<file path="src/rtl/sktbl_pkg.sv">
// Types, constants and codes of the sorted key record table
`default_nettype none

package sktbl_pkg;

  // Table geometry
  localparam int unsigned TABLE_DEPTH = 64;
  localparam int unsigned IDX_W       = $clog2(TABLE_DEPTH);
  localparam int unsigned CNT_W       = $clog2(TABLE_DEPTH + 1);

  // Field widths
  localparam int unsigned KEY_W      = 32;
  localparam int unsigned NUM_SLOTS  = 4;
  localparam int unsigned VAL_W      = 8;
  localparam int unsigned CNT_IN_W   = 8;
  localparam int unsigned SCNT_W     = 2;
  localparam int unsigned ENTRIES_W  = 7;

  // Limits and reset values
  localparam logic [CNT_IN_W-1:0] SLOT_COUNT_CAP = 8'd3;
  localparam logic [VAL_W-1:0]    MAX_SLOT_RESET = 8'd165;

  typedef enum logic [1:0] {
    CMD_FIND   = 2'd0,
    CMD_UPSERT = 2'd1,
    CMD_REMOVE = 2'd2,
    CMD_RSVD   = 2'd3
  } cmd_e;

  typedef enum logic [1:0] {
    ST_OK        = 2'd0,
    ST_NOT_FOUND = 2'd1,
    ST_INVALID   = 2'd2,
    ST_FULL      = 2'd3
  } status_e;

  // Slot values in the low 32 bits, 2-bit counts above them
  typedef struct packed {
    logic [NUM_SLOTS-1:0][SCNT_W-1:0] cnt;
    logic [NUM_SLOTS-1:0][VAL_W-1:0]  val;
  } payload_t;

  typedef struct packed {
    logic [KEY_W-1:0] key;
    payload_t         pay;
  } entry_t;

  // Table access request from the sequencer: write and read port fields
  typedef struct packed {
    logic             we;
    logic [IDX_W-1:0] waddr;
    entry_t           wdata;
    logic             re;
    logic [IDX_W-1:0] raddr;
  } mem_req_t;

endpackage

`default_nettype wire

</file>
<file path="src/rtl/sktbl_check.sv">
// Record validation and payload packing for upsert
`default_nettype none

module sktbl_check (
  input  wire logic [sktbl_pkg::KEY_W-1:0]                              key_i,
  input  wire logic [sktbl_pkg::NUM_SLOTS-1:0][sktbl_pkg::VAL_W-1:0]    vals_i,
  input  wire logic [sktbl_pkg::NUM_SLOTS-1:0][sktbl_pkg::CNT_IN_W-1:0] cnts_i,
  input  wire logic [sktbl_pkg::VAL_W-1:0]                              max_val_i,
  output      logic                                                     ok_o,
  output      sktbl_pkg::payload_t                                      pay_o
);

  logic empty_seen;

  // Walk the slots: nonzero key, packed to the front, in range, empty slots carry no count
  always_comb begin
    empty_seen = 1'b0;
    ok_o       = (key_i != '0);
    for (int k = 0; k < sktbl_pkg::NUM_SLOTS; k++) begin
      if (vals_i[k] == '0) begin
        empty_seen = 1'b1;
        if (cnts_i[k] != '0) begin
          ok_o = 1'b0;
        end
      end else begin
        if (empty_seen) begin
          ok_o = 1'b0;
        end
        if (vals_i[k] > max_val_i) begin
          ok_o = 1'b0;
        end
        if (cnts_i[k] > sktbl_pkg::SLOT_COUNT_CAP) begin
          ok_o = 1'b0;
        end
      end
    end
  end

  // Pack values and the low bits of the counts
  always_comb begin
    for (int k = 0; k < sktbl_pkg::NUM_SLOTS; k++) begin
      pay_o.val[k] = vals_i[k];
      pay_o.cnt[k] = cnts_i[k][sktbl_pkg::SCNT_W-1:0];
    end
  end

endmodule

`default_nettype wire

</file>
<file path="config.mk">
export PLATFORM = sky130hd
export DESIGN_NAME = sktbl_check
export DESIGN_NICKNAME = d
export VERILOG_FILES = /design/src/rtl/sktbl_pkg.sv /design/src/rtl/sktbl_check.sv
export SDC_FILE = /design/constraint.sdc
export NUM_CORES = 1
export LEC_CHECK = 0
export ABC_CLOCK_PERIOD_IN_PS = 2000
export BUFFER_PORTS_ARGS = -buffer_cell sky130_fd_sc_hd__buf_2
export CORE_ASPECT_RATIO = 0.7
export CORE_MARGIN = 8
export CORE_UTILIZATION = 24
export DETAILED_ROUTE_END_ITERATION = 8
export SLEW_MARGIN = 40
export SYNTH_ARGS = -nofsm -noshare
export SYNTH_HDL_FRONTEND = slang
export SYNTH_SLANG_ARGS = --single-unit
</file>
<file path="constraint.sdc">
create_clock -name vclk -period 2
set_input_delay 0.3 -clock vclk [all_inputs]
set_output_delay 0.3 -clock vclk [all_outputs]
set_load 0.01 [all_outputs]
</file>
==> flow_metrics.tcl <==
set metrics [dict create \
    yosys.cell_count.top_type "buf_4" \
    end_kind "output pin" \
    powerDensity_nw_per_um2 196 \
    dr.pass1.iters 4 \
    wl_per_cell_um 14.8 \
    post-cts-setup-buffers 0 \
    fmax_mhz 464 \
    worst_slew_pin_slew_ns 0.373 \
    yosys-mux-area-fraction_pct 0 \
    crit_type "primary input to output pin" \
    critPathLaunch "vals_i[8]" \
    grt_pass1_vias 1807 \
    hold_violations 0 \
    syn-cell-area_um2 1270 \
    grt_pass1_wl_um 8660 \
    initial_core_util_pct 24.6 \
    syn_nets 307 \
    drive_above_1_share_pct 60.5 \
    core_um2 5170 \
    yosys.cell_types.count 24 \
    design.seq.count 0 \
    rows 22 \
    synthSimpleGateAreaFrac_pct 25.3 \
    relSlewSlack_pct 74.9 \
    ys.warnings.count 0 \
    setup_tns_ns -0.157 \
    ant_nets 0 \
    synthTopCellsByCount "buf_4 (40), ha_1 (32), nor4_1 (19), a21oi_1 (12), inv_1 (12)" \
    worst_ep_required_time_ns 1.70 \
    synthAdderAreaFrac_pct 31.5 \
    die_w_um 103 \
    met3_length_um 479 \
    dp_slack_ns -0.300 \
    synthToLayoutAreaGrowth_pct 59.1 \
    rsz0062_at_grt "yes" \
    postSynthCellCount 171 \
    seq_area_um2 0 \
    worstHoldStart "cnts_i[1]" \
    avgSynthCellArea_um2 7.44 \
    hold_class "primary input to output pin" \
    vias 1679 \
    netlist.area_leader.share_pct 31.5 \
    fin_crit_ns 2.16 \
    synth-xor-area-share_pct 0 \
    synth_top_family_by_area "adder cells" \
    synth_compound_area_share_pct 16.1 \
    grt_max_degree 6 \
    top_layer_used "met3" \
    wl_met1_um 2420 \
    antenna_cells 0 \
    grt_util_all_layers_pct 13.2 \
    pin_count 145 \
    antenna_found_initial 0 \
    violations "setup timing" \
    status "finished, violations left" \
    fin_util_pct 39.1 \
    period_share_pct 108 \
    io_buffers 145 \
    die-area_um2 7930 \
    p_total_uw 397 \
    finalSetupViolCount 1 \
    hpwl_um 5310 \
    crit_arrival_ns 1.86 \
    fin_ws_ns -0.157 \
    synth_top_area_cell "ha_1" \
    finalMaxSlewViolations 0 \
    cp_max_fo 5 \
    place_congestion 0.788 \
    die_y_um 76.9 \
    ys_top_cells_by_area "ha_1 (31%), buf_4 (24%), nor4_1 (9.3%)" \
    timing.hold.ws_ns 0.805 \
    vdd_ir_drop_max_uv 69.1 \
    grt_overflow_total 0 \
    maxCapViolations 0 \
    nets 442 \
    ys_seq_area_share_pct 0 \
    leakagePower_uw 0.00113 \
    cp-start-kind "primary input" \
    post_drt_via_cell_ratio 4.47 \
    first_iter_violations 24 \
    num-clock-buffers 0 \
    wl_met2_um 2670 \
    routed_wl_um 5570 \
    post-route-drc-count 0 \
]
## cell families after synthesis
| family | count (synthesis) |
|---|---|
| buffers and inverters | 52 |
| AO/OA/AOI/OAI | 32 |
| adder cells (fa/ha/maj) | 32 |
| AND/OR/NAND/NOR | 55 |
## report_power, final
group	total, uW	leakage, uW	switching [uW]	internal [uW]
combinational	397	0.00113	189	209
clock	0	0	0	0
sequential	0	0	0	0
total	397	0.00113	189	209
## stage by stage
stage               cells  cell area [um^2]
floorplan             171              1270
global placement      376              2000
detailed placement    376              2000
CTS                   376              2020
global route          376              2020
finish                376              2020
## path summary, 6_finish.rpt
| check | slack, ns | cells past startpoint | end |
|---|---|---|---|
| setup / recovery | -0.16 | 8 | ok_o |
| hold / removal | 0.80 | 2 | pay_o[33] |
## placed cells by master, fill, tap and decap left out, types with 4 or more instances in the layout
| master | n |
|---|---|
| buf_2 | 145 |
| ha_1 | 32 |
| buf_4 | 28 |
| nor4_1 | 18 |
| nand4_1 | 11 |
| nand2_1 | 11 |
| a21oi_1 | 11 |
| inv_1 | 10 |
| o21ai_0 | 7 |
| nor2_1 | 4 |
## cell type report
type,instances,area [um^2]
Inverter,12,45.0
Fill cell,577,3150
Multi-Input combinational cell,119,953
Timing Repair Buffer,173,936
Tap cell,72,90.1
## repair_timing
| item | in CTS | in global routing |
|---|---|---|
| resized for setup | 5 | 2 |
| hold endpoints to repair | 0 | 0 |
| cloned | 0 | 0 |
| hold buffers | 0 | 0 |
| endpoints found under the setup margin | 1 | 1 |
| pin swaps | 5 | 0 |
## layer usage
metal | vias up | GRT usage (%)
met5 | - | 0
met1 | 741 | 17.0
met4 | 0 | 0
met2 | 57 | 23.9
li1 | 881 | -
met3 | 0 | 1.62
## worst max-delay path: stages
cell and delay [ns]:
buf_2 0.11, nor4_2 0.27, nand2_1 0.17, or3_1 0.35, a211oi_2 0.23, o221ai_2 0.13
nor4_2 0.13, buf_2 0.17
No activity file was read; power rests on OpenSTA's default activity.
