$ cat src/rtl/sktbl_pkg.sv
// Types, constants and codes of the sorted key record table
`default_nettype none

package sktbl_pkg;

  // Table geometry
  localparam int unsigned TABLE_DEPTH = 64;
  localparam int unsigned IDX_W       = $clog2(TABLE_DEPTH);
  localparam int unsigned CNT_W       = $clog2(TABLE_DEPTH + 1);

  // Field widths
  localparam int unsigned KEY_W      = 32;
  localparam int unsigned NUM_SLOTS  = 4;
  localparam int unsigned VAL_W      = 8;
  localparam int unsigned CNT_IN_W   = 8;
  localparam int unsigned SCNT_W     = 2;
  localparam int unsigned ENTRIES_W  = 7;

  // Limits and reset values
  localparam logic [CNT_IN_W-1:0] SLOT_COUNT_CAP = 8'd3;
  localparam logic [VAL_W-1:0]    MAX_SLOT_RESET = 8'd165;

  typedef enum logic [1:0] {
    CMD_FIND   = 2'd0,
    CMD_UPSERT = 2'd1,
    CMD_REMOVE = 2'd2,
    CMD_RSVD   = 2'd3
  } cmd_e;

  typedef enum logic [1:0] {
    ST_OK        = 2'd0,
    ST_NOT_FOUND = 2'd1,
    ST_INVALID   = 2'd2,
    ST_FULL      = 2'd3
  } status_e;

  // Slot values in the low 32 bits, 2-bit counts above them
  typedef struct packed {
    logic [NUM_SLOTS-1:0][SCNT_W-1:0] cnt;
    logic [NUM_SLOTS-1:0][VAL_W-1:0]  val;
  } payload_t;

  typedef struct packed {
    logic [KEY_W-1:0] key;
    payload_t         pay;
  } entry_t;

  // Table access request from the sequencer: write and read port fields
  typedef struct packed {
    logic             we;
    logic [IDX_W-1:0] waddr;
    entry_t           wdata;
    logic             re;
    logic [IDX_W-1:0] raddr;
  } mem_req_t;

endpackage

`default_nettype wire

$ cat src/rtl/sktbl_ctrl.sv
// Sequencer: key scan through the shared comparator, shift walks, result register
`default_nettype none

module sktbl_ctrl (
  input  wire logic                           clk_i,
  input  wire logic                           rst_ni,
  // Command beat
  input  wire logic                           in_valid_i,
  output      logic                           in_stall_o,
  input  wire logic [1:0]                     command_i,
  input  wire logic [sktbl_pkg::KEY_W-1:0]    key_i,
  input  wire sktbl_pkg::payload_t            pay_i,
  input  wire logic                           rec_ok_i,
  // Result beat
  output      logic                           out_valid_o,
  input  wire logic                           out_stall_i,
  output      sktbl_pkg::status_e             status_o,
  output      logic [sktbl_pkg::ENTRIES_W-1:0] entries_o,
  output      sktbl_pkg::payload_t            found_o,
  // Table memory
  output      sktbl_pkg::mem_req_t            mem_req_o,
  input  wire sktbl_pkg::entry_t              mem_rdata_i
);

  typedef enum logic [5:0] {
    S_IDLE     = 6'b000001,
    S_SCAN     = 6'b000010,
    S_SHIFT_UP = 6'b000100,
    S_SHIFT_DN = 6'b001000,
    S_WRITE    = 6'b010000,
    S_FINISH   = 6'b100000
  } state_e;

  localparam int unsigned IDX_W = sktbl_pkg::IDX_W;
  localparam int unsigned CNT_W = sktbl_pkg::CNT_W;

  state_e                        state_q, state_d;
  sktbl_pkg::cmd_e               cmd_q, cmd_d;
  logic [sktbl_pkg::KEY_W-1:0]   key_q, key_d;
  sktbl_pkg::payload_t           pay_q, pay_d;
  logic [CNT_W-1:0]              used_q, used_d;
  logic [CNT_W-1:0]              iss_q, iss_d;
  logic                          rv_q, rv_d;
  logic [IDX_W-1:0]              ridx_q, ridx_d;
  logic [CNT_W-1:0]              pos_q, pos_d;
  logic                          hit_q, hit_d;
  logic [CNT_W-1:0]              rem_q, rem_d;
  logic [IDX_W-1:0]              addr_q, addr_d;
  sktbl_pkg::status_e            st_q, st_d;
  sktbl_pkg::payload_t           fpay_q, fpay_d;
  logic                          out_valid_q, out_valid_d;
  sktbl_pkg::status_e            out_status_q, out_status_d;
  logic [sktbl_pkg::ENTRIES_W-1:0] out_entries_q, out_entries_d;
  sktbl_pkg::payload_t           out_found_q, out_found_d;

  // Shared key comparator
  logic             cmp_eq, cmp_gt;
  logic             stop, stop_hit;
  logic [CNT_W-1:0] pos_sel;

  assign cmp_eq = (mem_rdata_i.key == key_q);
  assign cmp_gt = (mem_rdata_i.key > key_q);

  // Scan ends at the first stored key not below the search key, or past the end
  always_comb begin
    stop     = 1'b0;
    stop_hit = 1'b0;
    pos_sel  = used_q;
    if (rv_q && (cmp_eq || cmp_gt)) begin
      stop     = 1'b1;
      stop_hit = cmp_eq;
      pos_sel  = CNT_W'(ridx_q);
    end else if (!rv_q && (iss_q >= used_q)) begin
      stop = 1'b1;
    end
  end

  // Next state and memory requests
  always_comb begin
    state_d       = state_q;
    cmd_d         = cmd_q;
    key_d         = key_q;
    pay_d         = pay_q;
    used_d        = used_q;
    iss_d         = iss_q;
    rv_d          = rv_q;
    ridx_d        = ridx_q;
    pos_d         = pos_q;
    hit_d         = hit_q;
    rem_d         = rem_q;
    addr_d        = addr_q;
    st_d          = st_q;
    fpay_d        = fpay_q;
    out_valid_d   = out_valid_q && out_stall_i;
    out_status_d  = out_status_q;
    out_entries_d = out_entries_q;
    out_found_d   = out_found_q;
    mem_req_o     = '0;

    unique case (state_q)
      S_IDLE: begin
        if (in_valid_i) begin
          cmd_d  = sktbl_pkg::cmd_e'(command_i);
          key_d  = key_i;
          pay_d  = pay_i;
          iss_d  = '0;
          rv_d   = 1'b0;
          hit_d  = 1'b0;
          fpay_d = '0;
          st_d   = sktbl_pkg::ST_OK;
          unique case (sktbl_pkg::cmd_e'(command_i))
            sktbl_pkg::CMD_FIND,
            sktbl_pkg::CMD_REMOVE: begin
              state_d = S_SCAN;
            end
            sktbl_pkg::CMD_UPSERT: begin
              if (rec_ok_i) begin
                state_d = S_SCAN;
              end else begin
                st_d    = sktbl_pkg::ST_INVALID;
                state_d = S_FINISH;
              end
            end
            default: begin
              st_d    = sktbl_pkg::ST_INVALID;
              state_d = S_FINISH;
            end
          endcase
        end
      end

      S_SCAN: begin
        if (stop) begin
          rv_d  = 1'b0;
          pos_d = pos_sel;
          hit_d = stop_hit;
          unique case (cmd_q)
            sktbl_pkg::CMD_FIND: begin
              if (stop_hit) begin
                fpay_d = mem_rdata_i.pay;
              end else begin
                st_d = sktbl_pkg::ST_NOT_FOUND;
              end
              state_d = S_FINISH;
            end
            sktbl_pkg::CMD_UPSERT: begin
              if (stop_hit) begin
                state_d = S_WRITE;
              end else if (used_q == CNT_W'(sktbl_pkg::TABLE_DEPTH)) begin
                st_d    = sktbl_pkg::ST_FULL;
                state_d = S_FINISH;
              end else begin
                rem_d   = used_q - pos_sel;
                addr_d  = IDX_W'(used_q - CNT_W'(1));
                state_d = S_SHIFT_UP;
              end
            end
            sktbl_pkg::CMD_REMOVE: begin
              if (stop_hit) begin
                rem_d   = used_q - pos_sel - CNT_W'(1);
                addr_d  = IDX_W'(pos_sel + CNT_W'(1));
                state_d = S_SHIFT_DN;
              end else begin
                st_d    = sktbl_pkg::ST_NOT_FOUND;
                state_d = S_FINISH;
              end
            end
            default: begin
              st_d    = sktbl_pkg::ST_INVALID;
              state_d = S_FINISH;
            end
          endcase
        end else if (iss_q < used_q) begin
          // Issue the next key read
          mem_req_o.re    = 1'b1;
          mem_req_o.raddr = iss_q[IDX_W-1:0];
          iss_d           = iss_q + CNT_W'(1);
          rv_d            = 1'b1;
          ridx_d          = iss_q[IDX_W-1:0];
        end else begin
          rv_d = 1'b0;
        end
      end

      S_SHIFT_UP: begin
        // Move each entry from the top down to the insert point one place up
        if (rv_q) begin
          mem_req_o.we    = 1'b1;
          mem_req_o.waddr = ridx_q + IDX_W'(1);
          mem_req_o.wdata = mem_rdata_i;
        end
        if (rem_q != '0) begin
          mem_req_o.re    = 1'b1;
          mem_req_o.raddr = addr_q;
          addr_d          = addr_q - IDX_W'(1);
          rem_d           = rem_q - CNT_W'(1);
          rv_d            = 1'b1;
          ridx_d          = addr_q;
        end else begin
          rv_d = 1'b0;
          if (!rv_q) begin
            state_d = S_WRITE;
          end
        end
      end

      S_SHIFT_DN: begin
        // Move each entry above the removed one one place down
        if (rv_q) begin
          mem_req_o.we    = 1'b1;
          mem_req_o.waddr = ridx_q - IDX_W'(1);
          mem_req_o.wdata = mem_rdata_i;
        end
        if (rem_q != '0) begin
          mem_req_o.re    = 1'b1;
          mem_req_o.raddr = addr_q;
          addr_d          = addr_q + IDX_W'(1);
          rem_d           = rem_q - CNT_W'(1);
          rv_d            = 1'b1;
          ridx_d          = addr_q;
        end else begin
          rv_d = 1'b0;
          if (!rv_q) begin
            used_d  = used_q - CNT_W'(1);
            state_d = S_FINISH;
          end
        end
      end

      S_WRITE: begin
        // Store the new record, replacing or filling the opened slot
        mem_req_o.we        = 1'b1;
        mem_req_o.waddr     = pos_q[IDX_W-1:0];
        mem_req_o.wdata.key = key_q;
        mem_req_o.wdata.pay = pay_q;
        if (!hit_q) begin
          used_d = used_q + CNT_W'(1);
        end
        state_d = S_FINISH;
      end

      S_FINISH: begin
        // Load the result once the output register is free
        if (!out_valid_q || !out_stall_i) begin
          out_valid_d   = 1'b1;
          out_status_d  = st_q;
          out_entries_d = sktbl_pkg::ENTRIES_W'(used_q);
          out_found_d   = fpay_q;
          state_d       = S_IDLE;
        end
      end

      default: begin
        state_d = S_IDLE;
      end
    endcase
  end

  // Control state
  always_ff @(posedge clk_i or negedge rst_ni) begin
    if (!rst_ni) begin
      state_q     <= S_IDLE;
      used_q      <= '0;
      rv_q        <= 1'b0;
      out_valid_q <= 1'b0;
    end else begin
      state_q     <= state_d;
      used_q      <= used_d;
      rv_q        <= rv_d;
      out_valid_q <= out_valid_d;
    end
  end

  // Working and result payload
  always_ff @(posedge clk_i) begin
    cmd_q         <= cmd_d;
    key_q         <= key_d;
    pay_q         <= pay_d;
    iss_q         <= iss_d;
    ridx_q        <= ridx_d;
    pos_q         <= pos_d;
    hit_q         <= hit_d;
    rem_q         <= rem_d;
    addr_q        <= addr_d;
    st_q          <= st_d;
    fpay_q        <= fpay_d;
    out_status_q  <= out_status_d;
    out_entries_q <= out_entries_d;
    out_found_q   <= out_found_d;
  end

  assign in_stall_o  = (state_q != S_IDLE);
  assign out_valid_o = out_valid_q;
  assign status_o    = out_status_q;
  assign entries_o   = out_entries_q;
  assign found_o     = out_found_q;

endmodule

`default_nettype wire

$ cat config.mk
export PLATFORM = sky130hd
export DESIGN_NAME = sktbl_ctrl
export DESIGN_NICKNAME = d
export VERILOG_FILES = /design/src/rtl/sktbl_pkg.sv /design/src/rtl/sktbl_ctrl.sv
export SDC_FILE = /design/constraint.sdc
export NUM_CORES = 1
export LEC_CHECK = 0
export BUFFER_PORTS_ARGS = -buffer_cell sky130_fd_sc_hd__buf_4
export CORE_ASPECT_RATIO = 1.1
export CORE_MARGIN = 5
export CORE_UTILIZATION = 50
export DETAILED_ROUTE_END_ITERATION = 6
export GPL_ROUTABILITY_DRIVEN = 0
export HOLD_SLACK_MARGIN = 0.06
export PLACE_DENSITY = 0.74
export SETUP_SLACK_MARGIN = 0.2
export SLEW_MARGIN = 20
export SYNTH_ARGS = -nofsm -noshare
export SYNTH_HDL_FRONTEND = slang
export SYNTH_SLANG_ARGS = --single-unit
$ cat constraint.sdc
create_clock -name clk_i -period 7.9 [get_ports clk_i]
set_input_delay 1.58 -clock clk_i [delete_from_list [all_inputs] [get_ports clk_i]]
set_output_delay 1.58 -clock clk_i [all_outputs]
set_load 0.01 [all_outputs]
==> qor.csv <==
metric;value;unit
nNetsFinal;1399;
syn_inst;901;
cp.required;6320;ps
endpoint_kind;output pin;
synth_warnings;0;
synth_flop_cell;edfxtp_1;
synthXorXnorAreaFrac;3.39;%
fillers;1652;
rsz0062_at_grt;no;
cts_buffer_depth;3;
slowest_stage;o21ai_2;
hold_end;found_o[20];
synthTopCellsByCount;198 x edfxtp_1, 93 x nand2_1, 68 x inv_1;
switchingPower;1.23;mW
ir_drop;0.191;mV
async_flop_share;7.04;%
synth-edff-count;198;
fin_crit;6170;ps
num_vias;8175;
synth_cell_types;69;
holdPathStages;0;
vias_per_cell;5.48;
holdBufCountCts;0;
numCtsBuffers;23;
r2r-end;rem_q[6];
p_per_area;290;nW/µm²
drtPass1Iterations;5;
place_inst;1449;
status;completed;
min_path_type;register to register;
cp_common_cell;buf_4;
finalNonFillerCells;1491;
synth_compound_area_share;12.7;%
syn2layout_area_growth;30.2;%
r2r_start;key_q[5];
start_util;50.6;%
internal-power;2.82;mW
synth-simple-area-share;12.4;%
finalSetupTns;0;ps
yosysMostFrequentCell;edfxtp_1;
slew_violations;0;
netlist_area;10700;µm²
tightest_slew;1020;ps
grt_max_degree;75;
finClkSkew;19.1;ps
syn_nets;1116;
relSlewSlack;32.3;%
cp_cell_sequence;buf_4 > ha_1 > a21oi_1 > o21ai_0 > a221oi_1 > a31oi_2 > o21ai_2 > nor3b_4 > a22o_1 > buf_4;
hold_viol_final;0;
wire_per_inst;19.3;µm
finalWirelength;28800;µm
seq_power_share;44.1;%
worstSetupStartpointType;input port;
postCtsSetupBuffers;0;
max_cap_violations;0;
grtUsageTotal;23.0;%
die_y;164;µm
synth_top_family_by_area;compound AO/OA/AOI/OAI gates;
syn_avg_cell_area;11.9;µm²
synth_seq_area_share;58.9;%
finalCritPeriodShare;78.1;%
cts_htree_levels;1;
pin_count;288;
cts_tree;yes;
die_area;24500;µm²
fp.dieW;150;µm
hold_start;fpay_q[20];
port_buffers;287;
grt_pass1_wl;44300;µm
worst_r2r_path_depth;18;
cts_root_buf;clkbuf_16;
diodes;0;
fmax;162;MHz
yosys.area.top_type;edfxtp_1;
hpwl;21000;µm
p_leak;5.86;nW
antenna_left;0;
clkTransAtPathRegs;60;ps
muxShareOfSynthArea;0.746;%
power;4.05;mW
synthTopCellsByArea;edfxtp_1 55%, ha_1 7.2%, a22o_1 4.0%;
setup_viol;0;
yosysTopAreaCellShare;55.4;%
fin_util;65.9;%
slowest_delay;670;ps
overflow;0;
core_area;21200;µm²
clock_latency;520;ps
clock_sinks;213;
power_frac_comb;27.2;%
antenna_found_initial;0;
synthAdderAreaFrac;7.60;%
swShare;30.3;%
cts_resized;0;
drtIter0Drc;536;
drive_gt1_share;29.8;%
rows;56;
synth-seq-cells;213;
drc;0;
crit_arrival;4590;ps
cp_max_fo;16;
critPathKind;input port to output pin;
rrSetupSlack;2800;ps
grt_pass1_vias;8321;
p_clk_share;28.7;%
==> layer usage <==
layer / GRT usage, % / routed length (µm) / up-vias
met5: 0 / 0 / -
met4: 7.40 / 883 / 0
met3: 5.93 / 2620 / 74
met2: 39.6 / 14200 / 375
met1: 28.5 / 11100 / 3852
li1: - / - / 3874
==> per-stage QoR <==
step / cell area (µm²) / hold WS, ps / setup WS [ps]
floorplan: 10700 / 400 / 1260
global placement: 13200 / 400 / 1690
detailed placement: 13200 / 405 / 1520
CTS: 14000 / 411 / 1750
global route: 14000 / 408 / 1540
finish: 14000 / 402 / 1730
==> layout make-up <==
class	instances	area, µm²	area share (%)
sequential	213	6320	45.2
multi-input combinational	581	3990	28.5
clock buffer	27	601	4.30
clock inverter	15	221	1.58
tap	290	363	2.60
timing repair buffer	297	2230	15.9
inverter	68	256	1.83
==> cell usage in the layout (no fill, tap or decap), drive strengths merged, types with 6 or more instances in the layout <==
| cell | Yosys | routed |
|---|---|---|
| a21o | 7 | 7 |
| a21oi | 44 | 44 |
| a22o | 49 | 49 |
| and2 | 43 | 43 |
| and3 | 6 | 6 |
| buf | 13 | 297 |
| clkbuf | 26 | 27 |
| clkinv | 0 | 8 |
| dfrtp | 14 | 14 |
| edfxtp | 198 | 198 |
| ha | 62 | 62 |
| inv | 68 | 69 |
| mux2i | 8 | 8 |
| nand2 | 93 | 93 |
| nand3 | 19 | 19 |
| nand4 | 12 | 12 |
| nor2 | 42 | 42 |
| nor3 | 13 | 13 |
| nor4 | 6 | 6 |
| o21ai | 65 | 65 |
| o22ai | 6 | 6 |
| xnor2 | 32 | 32 |
| xor2 | 7 | 7 |
==> critical path: cells and delay by family <==
kind / cells / cell delay, ps
AO/OA/AOI/OAI: 6 / 1920
adder cells (fa/ha/maj): 1 / 300
buffers and inverters: 2 / 230
AND/OR/NAND/NOR: 1 / 540
==> how the worst max path moves through the flow <==
stage | startpoint | endpoint | cells past startpoint
2_1_floorplan | in_valid_i | fpay_q[0] | 4
3_3_place_gp | mem_rdata_i[47] | rem_q[6] | 18
5_1_grt | mem_rdata_i[47] | mem_req_o[2] | 10
3_5_place_dp | mem_rdata_i[45] | rem_q[6] | 18
4_1_cts | mem_rdata_i[45] | mem_req_o[5] | 10
6_report | mem_rdata_i[45] | mem_req_o[5] | 10
==> sequential cells by signal, summed over array words and instances (netlist names), 7 cells and up <==
name       flops
found_o       40
fpay_q        40
pay_q         40
key_q         32
entries_o      7
iss_q          7
rem_q          7
used_q         7
==> power groups by stage <==
stage               clock network (mW)  logic (mW)  registers (mW)
finish                            1.16        1.10            1.79
global route                      1.23        1.24            1.82
CTS                               1.18        1.11            1.79
detailed placement                   0        1.10            1.81
global placement                     0        1.08            1.80
floorplan                            0       0.756            1.78
==> cells by family (layout without fill, tap and decap cells) <==
logic type,after synthesis,in the layout
and+or+nand+nor,265,265
AOI/OAI and AO/OA,204,204
muxes,8,8
xor gates and xnor gates,40,40
buffers and inverters,107,407
DFF,213,213
adders and majority gates,64,64
No activity file was read; power rests on OpenSTA's default activity.
